==> src/hw/rtl/sltm_pkg.sv <==
// shared types and constants for the seqlock transaction manager
// no dependencies
package sltm_pkg;

  localparam int THREADS     = 8;
  localparam int TID_BITS    = 3;
  localparam int MEM_WORDS   = 256;
  localparam int ADDR_BITS   = 8;
  localparam int DATA_BITS   = 32;
  localparam int SEQ_BITS    = 32;
  localparam int CNT_BITS    = 32;
  localparam int MODE_BITS   = 2;
  localparam int QUEUE_DEPTH = 2;
  localparam int QPTR_BITS   = $clog2(QUEUE_DEPTH);

  // operation codes
  localparam logic [1:0] OP_BEGIN  = 2'd0;
  localparam logic [1:0] OP_LOAD   = 2'd1;
  localparam logic [1:0] OP_STORE  = 2'd2;
  localparam logic [1:0] OP_COMMIT = 2'd3;

  // outcome codes
  localparam logic [2:0] OUT_OK        = 3'd0;
  localparam logic [2:0] OUT_RETRY     = 3'd1;
  localparam logic [2:0] OUT_ABORTED   = 3'd2;
  localparam logic [2:0] OUT_COMMITTED = 3'd3;
  localparam logic [2:0] OUT_INACTIVE  = 3'd4;

  // per-thread transaction mode
  localparam logic [MODE_BITS-1:0] MODE_IDLE    = 2'd0;
  localparam logic [MODE_BITS-1:0] MODE_ACTIVE  = 2'd1;
  localparam logic [MODE_BITS-1:0] MODE_ABORTED = 2'd2;

  typedef struct packed {
    logic [TID_BITS-1:0]  thread;
    logic [1:0]           operation;
    logic [ADDR_BITS-1:0] address;
    logic [DATA_BITS-1:0] write_data;
  } in_t;

  typedef struct packed {
    logic [2:0]           outcome;
    logic [DATA_BITS-1:0] read_data;
    logic [CNT_BITS-1:0]  start_count;
    logic [CNT_BITS-1:0]  abort_count;
  } out_t;

  typedef struct packed {
    logic is_begin;
    logic is_load;
    logic is_store;
    logic is_commit;
  } op_kind_t;

  typedef struct packed {
    op_kind_t             kind;
    logic [TID_BITS-1:0]  thread;
    logic [ADDR_BITS-1:0] address;
    logic [DATA_BITS-1:0] write_data;
  } req_t;

endpackage

==> src/hw/rtl/sltm_front.sv <==
// front stage: takes input beats and decodes the operation
// depends on sltm_pkg
module sltm_front (
  input  logic           clk,
  input  logic           rst_n,
  input  logic           in_valid,
  output logic           in_stall,
  input  sltm_pkg::in_t  in_data,
  input  logic           q_full,
  output logic           q_push,
  output sltm_pkg::req_t q_req
);

  logic           vld_r;
  sltm_pkg::req_t req_r;
  sltm_pkg::req_t dec;
  logic           take;

  always_comb begin
    dec            = '0;
    dec.thread     = in_data.thread;
    dec.address    = in_data.address;
    dec.write_data = in_data.write_data;
    unique case (in_data.operation)
      sltm_pkg::OP_BEGIN:  dec.kind.is_begin  = 1'b1;
      sltm_pkg::OP_LOAD:   dec.kind.is_load   = 1'b1;
      sltm_pkg::OP_STORE:  dec.kind.is_store  = 1'b1;
      sltm_pkg::OP_COMMIT: dec.kind.is_commit = 1'b1;
      default:             dec.kind.is_commit = 1'b1;
    endcase
  end

  assign in_stall = vld_r && q_full;
  assign take     = in_valid && !in_stall;
  assign q_push   = vld_r && !q_full;
  assign q_req    = req_r;

  always_ff @(posedge clk) begin
    if (!rst_n) begin
      vld_r <= 1'b0;
    end else begin
      if (take) begin
        vld_r <= 1'b1;
      end else if (q_push) begin
        vld_r <= 1'b0;
      end
    end
  end

  always_ff @(posedge clk) begin
    if (take) begin
      req_r <= dec;
    end
  end

endmodule

==> config.mk <==
export PLATFORM = sky130hd
export DESIGN_NAME = sltm_front
export DESIGN_NICKNAME = d
export VERILOG_FILES = /design/src/hw/rtl/sltm_pkg.sv /design/src/hw/rtl/sltm_front.sv
export SDC_FILE = /design/constraint.sdc
export NUM_CORES = 1
export LEC_CHECK = 0
export BUFFER_PORTS_ARGS = -buffer_cell sky130_fd_sc_hd__buf_2
export CORE_UTILIZATION = 40
export CTS_BUF_LIST = sky130_fd_sc_hd__clkbuf_8 sky130_fd_sc_hd__clkbuf_16
export CTS_CLUSTER_SIZE = 24
export DETAILED_ROUTE_END_ITERATION = 16
export PLACE_DENSITY_LB_ADDON = 0.12
export SKIP_CTS_REPAIR_TIMING = 1
export SLEW_MARGIN = 5
export SYNTH_ARGS = -nofsm -noshare
export SYNTH_HDL_FRONTEND = slang
export SYNTH_SLANG_ARGS = --single-unit
export TNS_END_PERCENT = 20
==> constraint.sdc <==
create_clock -name clk -period 3.6 [get_ports clk]
set_input_delay 0.36 -clock clk [delete_from_list [all_inputs] [get_ports clk]]
set_output_delay 0.36 -clock clk [all_outputs]
set_load 0.01 [all_outputs]
# After elaboration in Yosys (flattened, before gate mapping)
# Cells that the tools add are included.
[totals]
reg_bits = 48
latch_bits = 0
ramBits = 0
mem_bits_ro = 0
wordCells = 24
n_memories = 0
[classes]
addsub = 0
n_mul = 0
n_div = 0
n_lt_le_gt_ge = 0
eq_ne = 3
n_shift = 0
mux = 6
bitwise_logic = 0
n_reduce_logical = 7
[ops]
columns = ["operator", "n"]
rows = [
  ["1-bit 2-to-1 mux", 6],
  ["2-bit == test, second input constant", 2],
  ["1-bit logical AND", 3],
  ["2-bit by 1-bit == test with 1-bit output, second input constant", 1],
  ["1-bit logical NOT", 2],
  ["2-bit logical NOT", 1],
  ["2-bit nonzero test", 1],
]

# Longest topological paths before layout
# Gate-level depths: netlist of run 1.
[depth]
depth_word = 4
depth_mapped = 2
depth_no_buf = 2

# Least setup slack after synthesis of run 1
# No wires, ideal clock.
[synth_timing]
path_kind = "in2reg"
start = "input port q_full"
end = "register req_r (netlist bit q_req[0]), enable pin"
setup_time_ps = 457
t_arrival_ps = 2633
slack_ps = 510
cell_stages = 2
n_path_buf = 0
cell_sequence = "and2_4 -> nor2b_1"
[synth_between]
elab_chain_cells = 3
[synth_lines]
columns = ["item", "line", "rtl"]
rows = [
  ["from (decl)", "sltm_front.sv:9", "input logic q_full,"],
  ["1-bit logical AND", "sltm_front.sv:33", "assign in_stall = vld_r && q_full;"],
  ["1-bit logical NOT", "sltm_front.sv:34", "assign take = in_valid && !in_stall;"],
  ["1-bit logical AND", "sltm_front.sv:34", ""],
  ["named net take", "sltm_front.sv:17", "logic take;"],
  ["to (signal assigned)", "sltm_front.sv:52", "req_r <= dec;"],
  ["to (decl)", "sltm_front.sv:15", "sltm_pkg::req_t req_r;"],
]
# The timed path passes the listed nets, and every way through them passes these cells.
# A chain may end at the register's enable or synchronous reset.

# Worst setup path in the final report of run 1
[layout_timing]
start = "register vld_r"
end = "register req_r (netlist bit q_req[24]), enable pin"
[layout_between]
elab_chain_cells = 3
[layout_lines]
columns = ["item", "line", "rtl"]
rows = [
  ["from (decl)", "sltm_front.sv:14", "logic vld_r;"],
  ["from (signal assigned)", "sltm_front.sv:40", "vld_r <= 1'b0;"],
  ["from (signal assigned)", "sltm_front.sv:43", "vld_r <= 1'b1;"],
  ["from (signal assigned)", "sltm_front.sv:45", "vld_r <= 1'b0;"],
  ["1-bit logical AND", "sltm_front.sv:33", ""],
  ["1-bit logical NOT", "sltm_front.sv:34", ""],
  ["1-bit logical AND", "sltm_front.sv:34", ""],
  ["named net take", "sltm_front.sv:17", ""],
]
# The timed path passes the listed nets, and every way through them passes these cells.

==> metrics.txt, run 1 <==
Die ar. between 0.003 and 0.004 sq mm; final net count 210; Power Density 483.4 mW/mm^2; count of boundary I/O pins 98; TritonCTS clock tree built; total number of yosys warnings 0; skew final approximately 0.0058 ns; maximum fanout along the worst path 30; IR Drop Worst-Case VDD 0.0002889 V; Synth-to-Final Area Change 43.00%; post-synthesis cell type count 8; sort of element at the end of the critical path flip-flop; count of maximum capacitance violations 0; number of synthesized flops with an enable pin 47; worst hold path stage count 1; buffer levels on the longest clock path 2; parity-gate share of the synthesized area counting xor and xnor cells 0; CTS clk-pin slew, worst paths 0.08 ns; number of antenna violations at the first check in global routing 0; routed vias/inst 4.188; static leakage between 0.9 and 1 nW; global placer's final weighted congestion 0.6201; dominant combinational cell family by area after synthesis simple AND/OR/NAND/NOR gates; number of vias in the routed layout 871; final routed wire length divided by cell count between 10 and 15 um; worst r2r path cells 3; wire length of the first global-routing pass 3470 um; critical register-to-register path endpoint q_req[24]; post-synthesis simple-gate area fraction 0.03035; worst slew pin tran a little under 0.8 ns; number of H-tree levels 2; maximum number of pins on one net before global-route repair 31; complex-gate fraction of the synthesized area 0.005059; post-synth net total about 110; global-route track usage on met1 0.1231; Final Cycle Share 0.4928; count of non-filler cells in the finished layout 208; cell accounting for the most synthesized area sky130_fd_sc_hd__edfxtp_1; Post-Syn Instances 56; antenna diode instance count 0; CP Data Arrival Time 1.75 ns; fraction of synthesized area in multiplexers 0; cts bufs inserted 5; cells traversed along the worst timing path and2_4 -> nor2b_4 -> buf_4; count leader, synth sky130_fd_sc_hd__edfxtp_1; beginning of the worst register-to-register path vld_r; synthesized cell area 0.001484 sq mm; min-delay worst type in -> reg; cell class contributing the biggest share of worst-path delay simple AND/OR/NAND/NOR gates; count of port buffers added during placement 97; met2 track demand over resource in global routing 0.2030; Adder-Cell Fraction of Synth Area 0; outcome finished clean; final setup violation count 0; worst-case hold path end point q_req[34]; launch point of the worst hold path in_data[34]; Overall Global Routing Usage 0.1238; flop-to-flop setup slack 1.83 ns; floorplan die width 62.91 um; starting utilization of the core area 0.4311; Seq cells post-synth 48; GR peak layer met2; clock period minus final worst setup slack 1.774 ns; post-detailed-route count of antenna-violating nets 0; critical path class reg -> reg; worst endpoint required time about 3.6 ns; total count of hold-check failures in the final report 0; placeable core area about 0.0034 sq mm; root buf cell sky130_fd_sc_hd__clkbuf_8; most frequent cells after synthesis sky130_fd_sc_hd__edfxtp_1, sky130_fd_sc_hd__nor2b_1; ys async rst share 0; Starting DRT DRC Count 12; number of cells after detailed placement 200; vertical die dimension 62.91 um; Core Rows 21; Area contributors post-synth sky130_fd_sc_hd__edfxtp_1, sky130_fd_sc_hd__dfxtp_1, sky130_fd_sc_hd__nor2b_1; layout cells sized above 1 0.6481; TNS Setup 0 ns; crit path buf inv count 1; total number of clock tree sinks 48; TritonRoute pass-1 iters 2; Max stage delay cell, worst path sky130_fd_sc_hd__nor2b_4; top_reg_cell synth sky130_fd_sc_hd__edfxtp_1; normalized max-slew margin 0.4851; max frequency 563.7 MHz; GR Overflow Total 0; Seq/Total Area, Yosys 0.9646; Startpoint Class flip-flop; detailed-route wire length 2396 um; RSZ-0062 raised after global routing false; via count of the first global-routing pass about 790; Post-Syn Area per Cell between 20 and 30 sq um; Synth top area share 0.9511; detailed-route DRC error count 0; clock latency of the later-clocked register in the worst-skew pair 0.28 ns; crit-path max cell delay 0.61 ns; count of final max-slew check failures 0; global-route track usage on met3 0.07299
power by group:
group | total [mW] | internal, mW | switching, mW | leakage, nW
registers | 0.659 | 0.652 | 0.00695 | 0.464
logic | 0.0901 | 0.0425 | 0.0476 | 0.420
clock network | 0.277 | 0.129 | 0.147 | 0.0482
total | 1.03 | 0.824 | 0.202 | 0.932
stage by stage:
stage | total power [mW] | setup WS, ns | hold WS [ns] | cell area [sq um] | util
2_1_floorplan | 0.7062 | 0.5102 | 0.4589 | 1484 | -
3_3_place_gp | 0.7609 | 1.665 | 0.5369 | 2042 | 0.5932
3_5_place_dp | 0.7641 | 1.619 | 0.5381 | 2042 | 0.5932
4_1_cts | 1.039 | 1.798 | 0.2361 | 2122 | 0.6165
5_1_grt | 1.067 | 1.708 | 0.2288 | 2122 | 0.6165
6_report | 1.026 | 1.826 | 0.2466 | 2122 | 0.6165
sequential cells by signal (all words and copies together) (netlist names):
signal and cells:
q_req 47, vld_r 1
kinds of logic (layout without fill, tap and decap cells):
| logic type | count (synthesis) | after routing |
|---|---|---|
| AOI/OAI and AO/OA | 1 | 1 |
| buffers and inverters | 0 | 106 |
| DFF | 48 | 48 |
| and+or+nand+nor | 7 | 7 |
area by class of cell:
cell class | instances | area (sq um)
flip-flops and latches | 48 | 1431
fillers | 271 | 1320
well taps | 46 | 57.56
multi-input cells | 8 | 60.06
repair buffers | 98 | 493.0
clock inverters | 3 | 11.26
clock buffers | 5 | 68.82
routing by layer:
| layer | up-vias | wire [um] |
|---|---|---|
| met5 | - | 0 |
| met4 | 0 | 15 |
| met3 | 2 | 265 |
| met2 | 53 | 1267 |
| met1 | 390 | 848 |
| li1 | 426 | - |
layout by cell type (no fill, tap or decap):
master / count
sky130_fd_sc_hd__clkbuf_8: 5
sky130_fd_sc_hd__inv_1: 2
sky130_fd_sc_hd__and2b_1: 1
sky130_fd_sc_hd__buf_4: 1
sky130_fd_sc_hd__edfxtp_1: 47
sky130_fd_sc_hd__nor2_1: 1
sky130_fd_sc_hd__clkinv_1: 1
sky130_fd_sc_hd__nor2b_4: 1
sky130_fd_sc_hd__and2_1: 1
sky130_fd_sc_hd__o21a_1: 1
sky130_fd_sc_hd__dfxtp_1: 1
sky130_fd_sc_hd__and2_4: 1
sky130_fd_sc_hd__nor2b_1: 2
sky130_fd_sc_hd__buf_2: 97
worst reg2reg max path: cells and delay by family (launching register included):
kind          cells  cell delay, ns
simple gates      2            0.76
flops             1            0.32
buf+inv           1            0.39
worst max path at each step:
| stage | cells after the start | from | slack, ns | endpoint |
|---|---|---|---|---|
| global placement | 4 | q_full | 1.67 | q_req[0] |
| global route | 3 | vld_r | 1.71 | q_req[10] |
| finish | 3 | vld_r | 1.83 | q_req[24] |
| floorplan | 2 | q_full | 0.51 | q_req[0] |
| CTS | 3 | vld_r | 1.80 | q_req[11] |
| detailed placement | 4 | q_full | 1.62 | q_req[24] |
(Power assumes the default switching activity.)
==> run 2, diff against run 1 <==
Settings changed: ABC_AREA set to 1.
Clock period 3.6 ns to 1.64 ns, I/O delays scaled along.
==> run 2 against run 1 <==
  * Setup slack worse by 1.3 ns
  * Clock skew hardly changed
  * Combinational power rose by 130%
  * Clock power rose by 120%
  * Largest cell class unchanged
  * Largest power group unchanged
  * Highest routed layer unchanged
==> metrics.txt, run 2 <==
number of H-tree levels 2; count of maximum capacitance violations 0; total number of clock tree sinks 48; via count of the first global-routing pass between 800 and 900; Core Rows 21; Int Power 1.811 mW; top_reg_cell synth sky130_fd_sc_hd__edfxtp_1; number of vias in the routed layout about 910; Overall Global Routing Usage 0.1368; global placer's final weighted congestion 0.6733; final routed wire length divided by cell count 11.81 um; WL met1 820 um; Synth top area share 0.9439; detailed-route wire length about 2500 um; Post-Syn Instances 63; IR Drop Worst-Case VDD 0.0007815 V; static leakage ~0.96 nW; worst slew pin tran 0.2410 ns; post-detailed-route count of antenna-violating nets 0; most frequent standard cell in the layout excluding fill and tap cells sky130_fd_sc_hd__buf_2; buffer levels on the longest clock path 2; layout cells sized above 1 0.6331; count of final max-slew check failures 0; highest metal layer with signal wires met4; ys async rst share 0; clock network fraction of design power 0.273; worst hold path stage count 1; CP Data Arrival Time about 1.1 ns; Die ar. ~0.0040 sq mm; highest-count cells in the layout ignoring fill and taps sky130_fd_sc_hd__buf_2, sky130_fd_sc_hd__edfxtp_1, sky130_fd_sc_hd__inv_1, sky130_fd_sc_hd__clkbuf_8, sky130_fd_sc_hd__nor2_1; estimated wirelength of the detail-placed design 1866 um; Hold WS 0.04349 ns; cts bufs inserted 5; maximum fanout along the worst path between 40 and 50; worst r2r path cells 4; antenna diode instance count 0; skew final 0.005621 ns; post-route cell area 0.002146 sq mm; post-synth net total 112; Area contributors post-synth sky130_fd_sc_hd__edfxtp_1, sky130_fd_sc_hd__inv_1, sky130_fd_sc_hd__dfxtp_1; synthesized cell area 0.001495 sq mm; combinational fraction of design power 0.092; Synth-to-Final Area Change 43.51%; vertical die dimension 63.14 um; worst endpoint required time between 1.5 and 2 ns; Startpoint Class flip-flop; maximum number of pins on one net before global-route repair 48; Starting DRT DRC Count 27; Met3 Wirelength 312 um; normalized max-slew margin 0.8393; GR Overflow Total 0; starting utilization of the core area 0.4311; routed vias/inst 4.214; floorplan die width 63.14 um; max frequency 890.6 MHz; TritonRoute pass-1 iters 2; Power Density 1059 mW/mm^2; most frequent cells after synthesis sky130_fd_sc_hd__edfxtp_1, sky130_fd_sc_hd__inv_1, sky130_fd_sc_hd__nor2_1; Seq cells post-synth 48; RSZ-0062 raised after global routing false; total number of yosys warnings 0; Net Sw Frac 0.2036; cell accounting for the most synthesized area sky130_fd_sc_hd__edfxtp_1; net switching power figure about 0.46 mW; met2 WL 1352 um; Post-Syn Area per Cell between 20 and 25 sq um; count of port buffers added during placement 97; count of boundary I/O pins 98; min-delay worst type in -> reg; post-synthesis cell type count 8; wire length of the first global-routing pass 3822 um; TritonCTS clock tree built; final net count 217; clock latency of the later-clocked register in the worst-skew pair 0.29 ns; detailed-route DRC error count 0; Final Cycle Share 0.6846; placeable core area approximately 0.0035 sq mm; part of the power in registers 0.636; outcome finished clean; TNS Setup 0 ns; clock period minus final worst setup slack 1.123 ns; final setup violation count 0; total count of hold-check failures in the final report 0; root buf cell sky130_fd_sc_hd__clkbuf_8; placement-stage cell area about 0.0021 sq mm; count leader, synth sky130_fd_sc_hd__edfxtp_1; critical path class reg -> reg; Largest register FFs 47; CTS clk-pin slew, worst paths 0.08 ns; sort of element at the end of the critical path flip-flop; number of synthesized flops with an enable pin 47; number of antenna violations at the first check in global routing 0; Seq/Total Area, Yosys 0.9573
-- run 2: cell families (layout without fill, tap and decap cells) --
kind of cell    after synthesis  count (layout)  share of synthesized area
compound gates                1               1                   0.005859
buf+inv                       7             113                    0.01757
flops                        48              48                     0.9573
simple gates                  7               7                    0.01925
-- run 2: path summary, 6_finish.rpt --
| kind | from | to | slack [ns] |
|---|---|---|---|
| worst max register to register | vld_r | q_req[11] | 0.52 |
| worst min-delay path | in_data[4] | q_req[4] | 0.04 |
| worst max-delay path | vld_r | q_req[11] | 0.52 |
| worst min register to register | vld_r | vld_r | 0.48 |
-- run 2: critical path, stage by stage, from the launching register on --
cell and delay, ns:
sky130_fd_sc_hd__dfxtp_1 0.32, sky130_fd_sc_hd__nand2_2 0.08, sky130_fd_sc_hd__inv_2 0.05, sky130_fd_sc_hd__nor2_4 0.10, sky130_fd_sc_hd__buf_12 0.25
-- run 2: layout make-up --
cell class,instances,area [sq um]
Sequential cell,48,1431
Fill cell,308,1323
Timing Repair Buffer,98,505.5
Clock buffer,5,68.82
Tap cell,46,57.56
Multi-Input combinational cell,8,45.04
Inverter,7,26.28
Clock inverter,3,11.26
-- run 2: power by group through the flow --
stage	combinational, mW	clock (mW)	sequential (mW)
final	0.208	0.620	1.44
after global routing	0.228	0.694	1.45
after floorplan	0.0335	0	1.52
after global placement	0.205	0	1.47
after CTS	0.212	0.647	1.45
after detailed placement	0.212	0	1.47
-- run 2: through the flow --
| step | worst slack (ns) | cells | utilization | power [mW] |
|---|---|---|---|---|
| after CTS | 0.5147 | 215 | 0.6187 | 2.305 |
| final | 0.5172 | 215 | 0.6187 | 2.273 |
| after floorplan | 0.1062 | 63 | - | 1.551 |
| after global routing | 0.4697 | 215 | 0.6187 | 2.375 |
| after detailed placement | 0.5224 | 207 | 0.5956 | 1.685 |
| after global placement | 0.5573 | 207 | 0.5956 | 1.677 |
-- run 2: metal layers --
layer  global-route usage  vias up
li1                     -      442
met1               0.1345      401
met2               0.2218       56
met3              0.08514        7
met4              0.06977        0
met5                    0        -
