[src/hw/rtl/sltm_pkg.sv]
// shared types and constants for the seqlock transaction manager
// no dependencies
package sltm_pkg;

  localparam int THREADS     = 8;
  localparam int TID_BITS    = 3;
  localparam int MEM_WORDS   = 256;
  localparam int ADDR_BITS   = 8;
  localparam int DATA_BITS   = 32;
  localparam int SEQ_BITS    = 32;
  localparam int CNT_BITS    = 32;
  localparam int MODE_BITS   = 2;
  localparam int QUEUE_DEPTH = 2;
  localparam int QPTR_BITS   = $clog2(QUEUE_DEPTH);

  // operation codes
  localparam logic [1:0] OP_BEGIN  = 2'd0;
  localparam logic [1:0] OP_LOAD   = 2'd1;
  localparam logic [1:0] OP_STORE  = 2'd2;
  localparam logic [1:0] OP_COMMIT = 2'd3;

  // outcome codes
  localparam logic [2:0] OUT_OK        = 3'd0;
  localparam logic [2:0] OUT_RETRY     = 3'd1;
  localparam logic [2:0] OUT_ABORTED   = 3'd2;
  localparam logic [2:0] OUT_COMMITTED = 3'd3;
  localparam logic [2:0] OUT_INACTIVE  = 3'd4;

  // per-thread transaction mode
  localparam logic [MODE_BITS-1:0] MODE_IDLE    = 2'd0;
  localparam logic [MODE_BITS-1:0] MODE_ACTIVE  = 2'd1;
  localparam logic [MODE_BITS-1:0] MODE_ABORTED = 2'd2;

  typedef struct packed {
    logic [TID_BITS-1:0]  thread;
    logic [1:0]           operation;
    logic [ADDR_BITS-1:0] address;
    logic [DATA_BITS-1:0] write_data;
  } in_t;

  typedef struct packed {
    logic [2:0]           outcome;
    logic [DATA_BITS-1:0] read_data;
    logic [CNT_BITS-1:0]  start_count;
    logic [CNT_BITS-1:0]  abort_count;
  } out_t;

  typedef struct packed {
    logic is_begin;
    logic is_load;
    logic is_store;
    logic is_commit;
  } op_kind_t;

  typedef struct packed {
    op_kind_t             kind;
    logic [TID_BITS-1:0]  thread;
    logic [ADDR_BITS-1:0] address;
    logic [DATA_BITS-1:0] write_data;
  } req_t;

endpackage

[src/hw/rtl/sltm_queue.sv]
// short request queue between front and back
// depends on sltm_pkg
module sltm_queue (
  input  logic           clk,
  input  logic           rst_n,
  input  logic           push,
  input  sltm_pkg::req_t push_req,
  output logic           full,
  input  logic           pop,
  output logic           head_vld,
  output sltm_pkg::req_t head_req
);

  sltm_pkg::req_t                  slot_r [sltm_pkg::QUEUE_DEPTH];
  logic [sltm_pkg::QPTR_BITS-1:0]  wr_ptr_r;
  logic [sltm_pkg::QPTR_BITS-1:0]  rd_ptr_r;
  logic [sltm_pkg::QPTR_BITS:0]    count_r;
  logic                            do_push;
  logic                            do_pop;

  assign full     = (count_r == (sltm_pkg::QPTR_BITS+1)'(sltm_pkg::QUEUE_DEPTH));
  assign head_vld = (count_r != '0);
  assign head_req = slot_r[rd_ptr_r];
  assign do_push  = push && !full;
  assign do_pop   = pop && head_vld;

  always_ff @(posedge clk) begin
    if (!rst_n) begin
      wr_ptr_r <= '0;
      rd_ptr_r <= '0;
      count_r  <= '0;
    end else begin
      if (do_push) begin
        wr_ptr_r <= wr_ptr_r + 1'b1;
      end
      if (do_pop) begin
        rd_ptr_r <= rd_ptr_r + 1'b1;
      end
      unique case ({do_push, do_pop})
        2'b10:   count_r <= count_r + 1'b1;
        2'b01:   count_r <= count_r - 1'b1;
        default: count_r <= count_r;
      endcase
    end
  end

  always_ff @(posedge clk) begin
    if (do_push) begin
      slot_r[wr_ptr_r] <= push_req;
    end
  end

endmodule

[config.mk]
export PLATFORM = sky130hd
export DESIGN_NAME = sltm_queue
export DESIGN_NICKNAME = d
export VERILOG_FILES = /design/src/hw/rtl/sltm_pkg.sv /design/src/hw/rtl/sltm_queue.sv
export SDC_FILE = /design/constraint.sdc
export NUM_CORES = 1
export LEC_CHECK = 0
export BUFFER_PORTS_ARGS = -buffer_cell sky130_fd_sc_hd__buf_2
export CELL_PAD_IN_SITES_DETAIL_PLACEMENT = 1
export CELL_PAD_IN_SITES_GLOBAL_PLACEMENT = 1
export CORE_UTILIZATION = 40
export DETAILED_ROUTE_END_ITERATION = 6
export PLACE_DENSITY_LB_ADDON = 0.1
export SETUP_SLACK_MARGIN = 0.1
export SLEW_MARGIN = 5
export SYNTH_ARGS = -nofsm -noshare
export SYNTH_HDL_FRONTEND = slang
export SYNTH_SLANG_ARGS = --single-unit
[constraint.sdc]
create_clock -name clk -period 2.9 [get_ports clk]
set_input_delay 0.58 -clock clk [delete_from_list [all_inputs] [get_ports clk]]
set_output_delay 0.58 -clock clk [all_outputs]
set_load 0.05 [all_outputs]
## Word level (Yosys, flattened, before mapping)

Memory sizes are Yosys's and may differ from the RTL's. A register that Yosys moved wholly into a read port is not among the register bits.
Cells that the tools add are included.

| operators by class | value |
|---|---|
| add/subtract/negate cells | 4 |
| equal/unequal tests | 3 |
| mux-type cells | 5 |
| reductions and logical operators | 5 |

Operators with widths:

| operator | number |
|---|---|
| $eq A2 B2 Y1 const B | 2 |
| $mux W1 | 4 |
| $pmux W2 S2 | 1 |
| $reduce_bool A2 Y1 | 2 |
| $add A1 B1 Y1 const B | 2 |
| $add A2 B1 Y2 const B | 1 |
| $eq A2 B1 Y1 const B | 1 |
| $logic_and A1 B1 Y1 | 2 |
| $sub A2 B1 Y2 const B | 1 |
| $logic_not A1 Y1 | 1 |

| storage, ports and cells | value |
|---|---|
| bits in registers | 4 |
| bits in writable memories | 94 |
| input bits | 51 |
| word-level logic and storage cells | 21 |
| memories | 1 |

Memory list:

| memory | depth | width | read ports | clocked after Yosys merged registers in | wr ports | line | RTL |
|---|---|---|---|---|---|---|---|
| slot_r | 2 | 47 | 1 | 1 | 1 | sltm_queue.sv:14 | `sltm_pkg::req_t slot_r [sltm_pkg::QUEUE_DEPTH];` |

## Longest topological paths before layout

Gate-level depths: netlist of run 1.

| depth | value |
|---|---|
| depth after elaboration | 5 |
| depth in mapped cells | 6 |
| depth with buffers taken out | 6 |

## Worst setup path after synthesis of run 1

Ideal clock, no wire load.

| timing path | value |
|---|---|
| path type | register to register |
| start | reg count_r[0] in the netlist's numbering |
| end | mem slot_r[0][0] in the netlist's numbering (enable) |
| library setup time | 0.401 ns |
| data arrival time | 1.931 ns |
| setup slack | 0.568 ns |
| cell stages (with the launch flop) | 5 |
| buffers on the path | 0 |
| period minus slack after synthesis | 2.332 ns |
| path through | dfxtp_1 > nand2b_2 > inv_2 > or3_1 > inv_1 |

| on the way | value |
|---|---|
| word-level cells in the longest chain between the ends | 5 |

Ends and longest elaborated chain:

| item | line | RTL |
|---|---|---|
| start, declared | sltm_queue.sv:17 | `logic [sltm_pkg::QPTR_BITS:0] count_r;` |
| start signal, assigned | sltm_queue.sv:40 | `2'b10: count_r <= count_r + 1'b1;` |
| start signal, assigned | sltm_queue.sv:41 | `2'b01: count_r <= count_r - 1'b1;` |
| start signal, assigned | sltm_queue.sv:42 | `default: count_r <= count_r;` |
| $eq A2 B2 Y1 | sltm_queue.sv:21 | `assign full = (count_r == (sltm_pkg::QPTR_BITS+1)'(sltm_pkg::QUEUE_DEPTH));` |
| named net full | sltm_queue.sv:8 | `output logic full,` |
| $logic_not A1 Y1 | sltm_queue.sv:24 | `assign do_push = push && !full;` |
| $logic_and A1 B1 Y1 | sltm_queue.sv:24 |  |
| $mux W1 | sltm_queue.sv:48 | `if (do_push) begin` |
| $mux W1 (not written as such) | sltm_queue.sv:49 | `slot_r[wr_ptr_r] <= push_req;` |
| end, declared | sltm_queue.sv:14 |  |

The timed path passes the listed nets, and every way through them passes these cells.

==> results of run 1 <==
registers in the layout, summed over array words and instances (netlist names), named ones only:
signal    flops
count_r       2
slot_r       94
wr_ptr_r      1
rd_ptr_r      1
metal layers:
metal | track usage | vias to the layer above
met2 | 0.238 | 61
li1 | - | 883
met4 | 0.0551 | 0
met1 | 0.163 | 917
met3 | 0.0396 | 8
met5 | 0 | -
layout by cell type, fill, tap and decap left out, drive strengths merged:
cell type,netlist,routed
clkinv,0,3
ha,1,1
nor2b,2,2
and3,1,1
bufinv,0,1
nand2,1,1
or2,1,1
nand2b,1,1
o21ai,2,2
clkbuf,0,11
dfxtp,5,5
clkinvlp,0,1
mux2,47,47
xnor2,3,3
or3,2,2
buf,5,103
inv,3,3
a21boi,2,2
and2,1,1
o21a,1,1
edfxtp,94,94
report_power, final:
group / switching (mW) / leakage, nW / internal (mW) / total, mW
clock: 0.433 / 0.0933 / 0.399 / 0.832
sequential: 0.101 / 0.921 / 1.81 / 1.91
combinational: 1.24 / 0.656 / 0.527 / 1.77
cells by family (layout without fill, tap and decap cells):
kind of cell             Yosys count  count (layout)  share of synthesized area
AO/OA/AOI/OAI                      5               5                    0.00900
XOR/XNOR                           3               3                    0.00727
adder cells (fa/ha/maj)            1               1                    0.00346
buffers and inverters              8             122                     0.0100
flip-flops                        99              99                      0.808
multiplexers                      47              47                      0.146
AND/OR/NAND/NOR                    9               9                     0.0156
through the flow:
step           instances   util
6_report             394  0.512
5_1_grt              394  0.512
4_1_cts              394  0.512
3_5_place_dp         378  0.491
3_3_place_gp         378  0.491
2_1_floorplan        172      -
path summary, 6_finish.rpt:
path,slack (ns),end,start,depth (start not counted)
worst max-delay path,0.48,head_req[18],register,3
worst min-delay path,0.42,slot_r[1][36]$_DFFE_PP_,push_req[36],1
worst max register to register,1.25,slot_r[1][29]$_DFFE_PP_,count_r[0]$_SDFFE_PN0P_,3
worst min register to register,0.51,wr_ptr_r$_SDFFE_PN0N_,wr_ptr_r$_SDFFE_PN0N_,2
cell type report:
class / instances / area [um2] / area share
well taps: 108 / 135 / 0.0303
multi-input cells: 65 / 658 / 0.147
flip-flops and latches: 99 / 2920 / 0.655
repair buffers: 103 / 551 / 0.123
inverters: 3 / 11.3 / 0.00252
clock buffers: 11 / 131 / 0.0294
clock inverters: 5 / 56.3 / 0.0126
critical path: stages, from the launching register on:
cell     delay [ns]
dfxtp_2        0.67
buf_4          0.27
mux2_2         0.35
buf_2          0.21
==> reports/results.tsv, run 1 <==
metric	value	unit
Avg Synthesized Cell Area	21.0	um2
Inserted Clock Buffers	9	
met2 WL	3.20	mm
fin crit period	2.42	ns
Slew @ Worst Pin	0.642	ns
sequential share of the synthesized area	0.808	
Vias/cell	4.74	
WL met1	2.61	mm
layout net count	333	
wire per inst	15.9	um
Die ar.	9420	um2
Final Setup Violations	0	
I/O pin count	100	
total global routing overflow	0	
area share of the largest cell type after synthesis	0.781	
clk slew on worst S/H paths	0.09	ns
MaxCap Viol Count	0	
initial antenna violation count	0	
clk buf depth	2	
Final ANT Viol Nets	0	
top post-synthesis cells by area	edfxtp_1 (78%), mux2_2 (15%), dfxtp_1 (2.8%)	
CTS tree	done	
initial drt markers	56	
peak supply drop	0.436	mV
Synth Cell Area	3620	um2
Initial Util	0.415	
DRC errors left	0	
max_slew headroom	0.572	
Clock Skews	0.00994	ns
Top Metal Used	met4	
syn nets	224	
Num Clock Sinks	99	
Final Wtd Congestion	0.678	
vias in the first global route	2026	
period utilisation layout	0.834	
clock root buffer master	clkbuf_8	
drt first pass iters	4	
post-route cell area	4470	um2
most common cell in the netlist	edfxtp_1	
clock latency at the later pin of the worst-skew pair	0.34	ns
Post-synth EDFFs	94	
unrepaired setup endpoints after global routing	false	
Final TNS setup	0	ns
global-route wire length before repair	9.85	mm
Synth top cells by count	edfxtp_1 (94), mux2_2 (47), buf_2 (5), dfxtp_1 (5), xnor2_1 (3)	
leakage	1.67	nW
PnR worst setup slack	0.482	ns
largest area contributor in the netlist	edfxtp_1	
share of cells above drive strength 1	0.594	
pwr dens	1010	nW/um2
endpoint type of the worst setup path	primary output	
Ys Warns	0	
Final Max Tran Viols	0	
Yosys cell types	18	
Die Y	97.1	um
Rows	34	
DIE WIDTH	97.1	um
CP startpoint kind	register	
port bufs	99	
via count	1869	
Setup Crit Path Kind	register to primary output	
Fin. Hold Viols	0	
FFs w/ async S/R, synth	0	
number of inserted diodes	0	
postcts setup bufs	0	
final WL	6.27	mm
core box area	8720	um2
largest net degree at the start of global routing	48	
total placed instance area	4280	um2
WHS	0.421	ns
Met3 Wirelength	382	um
Critical Path AT	1.84	ns
H-tree levels	3	
worst hold path type	primary input to register	
CP required	2.32	ns
Hold Buf Count CTS	0	
Most used DFF post-synth	edfxtp_1	
post-synthesis register bit count	99	
status	finished, final reports clean	
dpl ws	0.787	ns
Pwr Total	4.50	mW
GRT Overall Usage	0.138	
# fillers	832	
Max FO, Critical Path	21	
Mapped Cells	172	
Peak Freq	414	MHz
area grow syn2layout	23.5	%
cts repair resizes	0	
placed wire-length estimate	4.16	mm
Power figures use the tool's default switching activity.
==> run 2: changes to the inputs <==
==> constraint.sdc (replaced) <==
create_clock -name clk -period 2.3 [get_ports clk]
set_input_delay 0.46 -clock clk [delete_from_list [all_inputs] [get_ports clk]]
set_output_delay 0.46 -clock clk [all_outputs]
set_load 0.05 [all_outputs]
==> reports/results.tsv, run 2 (synthesis gave the netlist of run 1 again) <==
metric	value	unit	change
placed wire-length estimate	4.50	mm	+8.2%
Slew @ Worst Pin	0.390	ns	-0.252 ns
max_slew headroom	0.740		+0.168
Num Clock Sinks	99		unchanged
period utilisation layout	0.864		
share of cells above drive strength 1	0.596		+0.00141
sw power	2.29	mW	+29%
worst hold path type	primary input to register		
number of flip-flops in the largest register	94		unchanged
DIE WIDTH	97.1	um	unchanged
Pwr Total	5.84	mW	+30%
Final TNS setup	0	ns	unchanged
layout net count	335		+0.60%
total global routing overflow	0		unchanged
vias in the first global route	2096		+3.5%
critical path, cell by cell	buf_4, mux2_2, buf_2		
Final Max Tran Viols	0		unchanged
Reg2Reg Setup Slack	0.63	ns	-0.62 ns
most frequent cells in the layout	buf_2 (99), edfxtp_1 (94), mux2_2 (47)		
WHS	0.286	ns	-0.135 ns
pwr dens	1300	nW/um2	+29%
GRT Overall Usage	0.154		+0.0153
slowest stage delay, CP	0.37	ns	-0.30 ns
endpoint type of the worst setup path	primary output		
Vias/cell	4.82		+1.6%
fin crit period	1.99	ns	
CP required	1.84	ns	-0.48 ns
clk slew on worst S/H paths	0.09	ns	about the same
Hold Buf Count CTS	0		unchanged
Fin. Hold Viols	0		unchanged
postcts setup bufs	0		unchanged
Largest Register	slot_r		
drt first pass iters	4		unchanged
global-route wire length before repair	10.8	mm	+9.6%
area grow syn2layout	24.5	%	
wire per inst	17.3	um	+8.6%
Setup Crit Path Kind	register to primary output		
Rows	34		unchanged
Peak Freq	503	MHz	
Final ANT Viol Nets	0		unchanged
total placed instance area	4300	um2	+0.44%
H-tree levels	3		unchanged
final WL	6.83	mm	+8.8%
clock latency at the later pin of the worst-skew pair	0.36	ns	+0.02 ns
leakage	1.69	nW	+0.96%
largest net degree at the start of global routing	34		-29%
Sw Ratio	0.392		-0.00194
CP startpoint kind	register		
Initial Util	0.415		unchanged
Final Wtd Congestion	0.660		-2.7%
post-route cell area	4500	um2	+0.81%
leading cell type in the layout, fill and taps excluded	buf_2		
Die ar.	9420	um2	unchanged
Critical Path AT	1.53	ns	-0.31 ns
core box area	8720	um2	unchanged
CTS tree	done		
Inserted Clock Buffers	9		unchanged
Slowest-stage cell, CP	mux2_2		
MaxCap Viol Count	0		unchanged
clock root buffer master	clkbuf_8		
clock network fraction of design power	0.200		+0.015
WP buf/inv	2		unchanged
register share of total power	0.404		-0.019
status	finished, final reports clean		
peak supply drop	0.661	mV	+51%
via count	1904		+1.9%
I/O pin count	100		unchanged
cts repair resizes	0		unchanged
initial antenna violation count	0		unchanged
CP delay by family, top	buffers and inverters		
Final Util	0.516		+0.00416
unrepaired setup endpoints after global routing	false		
DRC errors left	0		unchanged
initial drt markers	34		-39%
Clock Skews	0.0110	ns	+0.00102 ns
Int Pwr	3.55	mW	+30%
combinational power share	0.396		+0.004
number of inserted diodes	0		unchanged
Top Registers	slot_r (94), count_r (2)		
Die Y	97.1	um	unchanged
clk buf depth	2		unchanged
Max FO, Critical Path	14		-33%
port bufs	99		unchanged
Final Setup Violations	0		unchanged
## run 2: cell types whose count changed in the layout (fill, tap and decap cells not counted)
cell       previous run  this run
clkinv_1              0         2
bufinv_16             1         2
clkinv_2              2         1
inv_2                 2         1
clkbuf_1              2         0
buf_4                 2         4
## run 2: routing by layer
metal	vias up	GRT usage	wire length (um)
li1	889	-	-
met1	941	0.196	2960
met2	64	0.244	3360
met3	10	0.0439	397
met4	0	0.0689	108
met5	-	0	0
## run 2: final cells by class
cell class                      count  area (um2)
Clock inverter                      6        81.3
Multi-Input combinational cell     65         658
Clock buffer                        9         124
Timing Repair Buffer              105         566
Tap cell                          108         135
Inverter                            3        15.0
Fill cell                         837        4220
Sequential cell                    99        2920
## run 2: through the flow
step | instances | setup WS, ns
after detailed placement | 380 | 0.579
final | 395 | 0.313
after floorplan | 172 | 0.174
after global placement | 380 | 0.630
after global routing | 395 | 0.228
after CTS | 395 | 0.276
## run 2: power groups by stage
stage	Clock [mW]	Sequential, mW	Combinational [mW]
finish	1.17	2.36	2.31
floorplan	0	2.37	1.81
CTS	1.21	2.36	2.35
global route	1.27	2.39	2.44
detailed placement	0	2.40	2.34
global placement	0	2.38	2.32
## run 2: final timing paths
path,from,endpoint,cells after the start
hold / removal,push_req[23],slot_r[0][23]$_DFFE_PP_,1
setup reg to reg,count_r[0]$_SDFFE_PN0P_,slot_r[0][31]$_DFFE_PP_,5
setup / recovery,register,head_req[37],3
hold reg to reg,wr_ptr_r$_SDFFE_PN0N_,wr_ptr_r$_SDFFE_PN0N_,2
==> run 3: changes to the inputs <==
--- a/config.mk
+++ b/config.mk
@@ -5,7 +5,7 @@
 export SDC_FILE = /design/constraint.sdc
 export NUM_CORES = 1
 export LEC_CHECK = 0
-export BUFFER_PORTS_ARGS = -buffer_cell sky130_fd_sc_hd__buf_2
+export BUFFER_PORTS_ARGS = -buffer_cell sky130_fd_sc_hd__buf_4
 export CELL_PAD_IN_SITES_DETAIL_PLACEMENT = 1
 export CELL_PAD_IN_SITES_GLOBAL_PLACEMENT = 1
 export CORE_UTILIZATION = 40
==> reports/results.tsv, run 3 (synthesis gave the netlist of run 1 again) <==
metric	value	unit	change
r2r startpoint	count_r[0]$_SDFFE_PN0P_		
pwr dens	1250	nW/um2	-3.6%
global-route wire length before repair	10.3	mm	-4.8%
Final Max Tran Viols	0		unchanged
Die ar.	9420	um2	unchanged
Rows	34		unchanged
number of flip-flops in the largest register	94		unchanged
CP delay by family, top	buffers and inverters		
Largest Register	slot_r		
Setup Crit Path Kind	register to primary output		
slowest stage delay, CP	0.40	ns	+0.03 ns
Die Y	97.1	um	unchanged
placed wire-length estimate	4.36	mm	-3.1%
CTS tree	done		
number of inserted diodes	0		unchanged
Vias/cell	4.76		-1.3%
Final Wtd Congestion	0.668		+1.2%
layout net count	335		unchanged
max_slew headroom	0.760		+0.0202
Reg2Reg Setup Slack	0.58	ns	-0.05 ns
Num Clock Sinks	99		unchanged
Slowest-stage cell, CP	mux2_2		
clock latency at the later pin of the worst-skew pair	0.35	ns	about the same
reg2reg end	slot_r[0][2]$_DFFE_PP_		
Fin. Hold Viols	0		unchanged
peak supply drop	0.656	mV	-0.73%
Worst Hold Launch	push_req[14]		
core box area	8720	um2	unchanged
Critical Path AT	1.60	ns	+0.07 ns
leakage	1.75	nW	+3.6%
Clock Skews	0.0104	ns	-0.000558 ns
clock root buffer master	clkbuf_8		
H-tree levels	3		unchanged
Hold Buf Count CTS	0		unchanged
# fillers	833		-0.48%
Top Registers	slot_r (94), count_r (2)		
GRT Overall Usage	0.148		-0.00516
clk slew on worst S/H paths	0.09	ns	about the same
wire per inst	16.6	um	-4.2%
hold path cells	1		unchanged
vias in the first global route	1970		-6.0%
period utilisation layout	0.895		+0.0311
I/O pin count	100		unchanged
Final Setup Violations	0		unchanged
status	finished, final reports clean		
share of cells above drive strength 1	0.594		-0.00207
port bufs	99		unchanged
Final ANT Viol Nets	0		unchanged
total global routing overflow	0		unchanged
final WL	6.55	mm	-4.0%
PnR worst setup slack	0.242	ns	-0.0714 ns
initial drt markers	54		+59%
WHS Endpoint	slot_r[0][14]$_DFFE_PP_		
unrepaired setup endpoints after global routing	false		
initial antenna violation count	0		unchanged
Initial Util	0.415		unchanged
clk buf depth	2		unchanged
largest net degree at the start of global routing	27		-21%
drt first pass iters	4		unchanged
via count	1884		-1.1%
CP required	1.84	ns	about the same
MaxCap Viol Count	0		unchanged
dpl ws	0.539	ns	-0.0405 ns
postcts setup bufs	0		unchanged
Slew @ Worst Pin	0.359	ns	-0.0303 ns
DRC errors left	0		unchanged
CP most frequent cell	buf_4		
Final TNS setup	0	ns	unchanged
endpoint type of the worst setup path	primary output		
Peak Freq	486	MHz	-3.5%
area grow syn2layout	30.1	%	
DIE WIDTH	97.1	um	unchanged
Inserted Clock Buffers	9		unchanged
most frequent cells in the layout	buf_4 (105), edfxtp_1 (94), mux2_2 (47)		
cts repair resizes	0		unchanged
leading cell type in the layout, fill and taps excluded	buf_4		
worst hold path type	primary input to register		
cell count after placement	380		unchanged
non-filler instance count after layout	396		+0.25%
WP buf/inv	2		unchanged
WHS	0.283	ns	-0.00235 ns
Worst R2R Path Depth	5		unchanged
fin crit period	2.06	ns	+0.0714 ns
critical path, cell by cell	buf_4, mux2_2, buf_4		
CP startpoint kind	register		
Max FO, Critical Path	26		+12
## run 3: changes by cell type in the layout (fill, tap and decap cells not counted), sizes merged
cell	change
bufinv	-1
clkbuf	+2
clkinv	-2
clkinvlp	+2
## run 3: layer usage
| metal | track usage | routed length (um) | part of all wire |
|---|---|---|---|
| met5 | 0 | 0 | 0 |
| met1 | 0.188 | 2730 | 0.42 |
| met4 | 0.0677 | 121 | 0.018 |
| met2 | 0.231 | 3280 | 0.50 |
| met3 | 0.0504 | 422 | 0.064 |
## run 3: worst reg2reg max path, delay by kind of cell (launching register included)
family | cells | cell delay [ns]
buf+inv | 3 | 0.44
flops | 1 | 0.41
simple gates | 2 | 0.54
## run 3: stage by stage
step	cell area (um2)	util	total power [mW]
floorplan	3620	-	4.18
global placement	4520	0.518	4.89
detailed placement	4520	0.518	4.91
CTS	4710	0.540	5.96
global route	4710	0.540	6.15
finish	4710	0.540	5.88
## run 3: final cells by class
| cell class | instances | area (um2) | share of cell area |
|---|---|---|---|
| clock inverters | 5 | 53.8 | 0.0114 |
| flip-flops and latches | 99 | 2920 | 0.621 |
| well taps | 108 | 135 | 0.0287 |
| repair buffers | 105 | 788 | 0.168 |
| clock buffers | 11 | 131 | 0.0279 |
| inverters | 3 | 15.0 | 0.00319 |
| multi-input cells | 65 | 658 | 0.140 |
## run 3: worst max path at each step
stage                                    endpoint                    start  cells past startpoint
after detailed placement  slot_r[0][24]$_DFFE_PP_                     push                      5
after CTS                            head_req[45]                 register                      3
after floorplan            slot_r[1][0]$_DFFE_PP_  count_r[0]$_SDFFE_PN0P_                      2
final                                head_req[45]                 register                      3
after global routing                 head_req[45]                 register                      3
after global placement    slot_r[0][25]$_DFFE_PP_                     push                      5
## run 3: report_power, final
group          switching, mW  total (mW)  leakage, nW  internal [mW]
logic                   1.64        2.49        0.739          0.846
clock network          0.549        1.05       0.0870          0.498
registers             0.0743        2.35        0.921           2.28
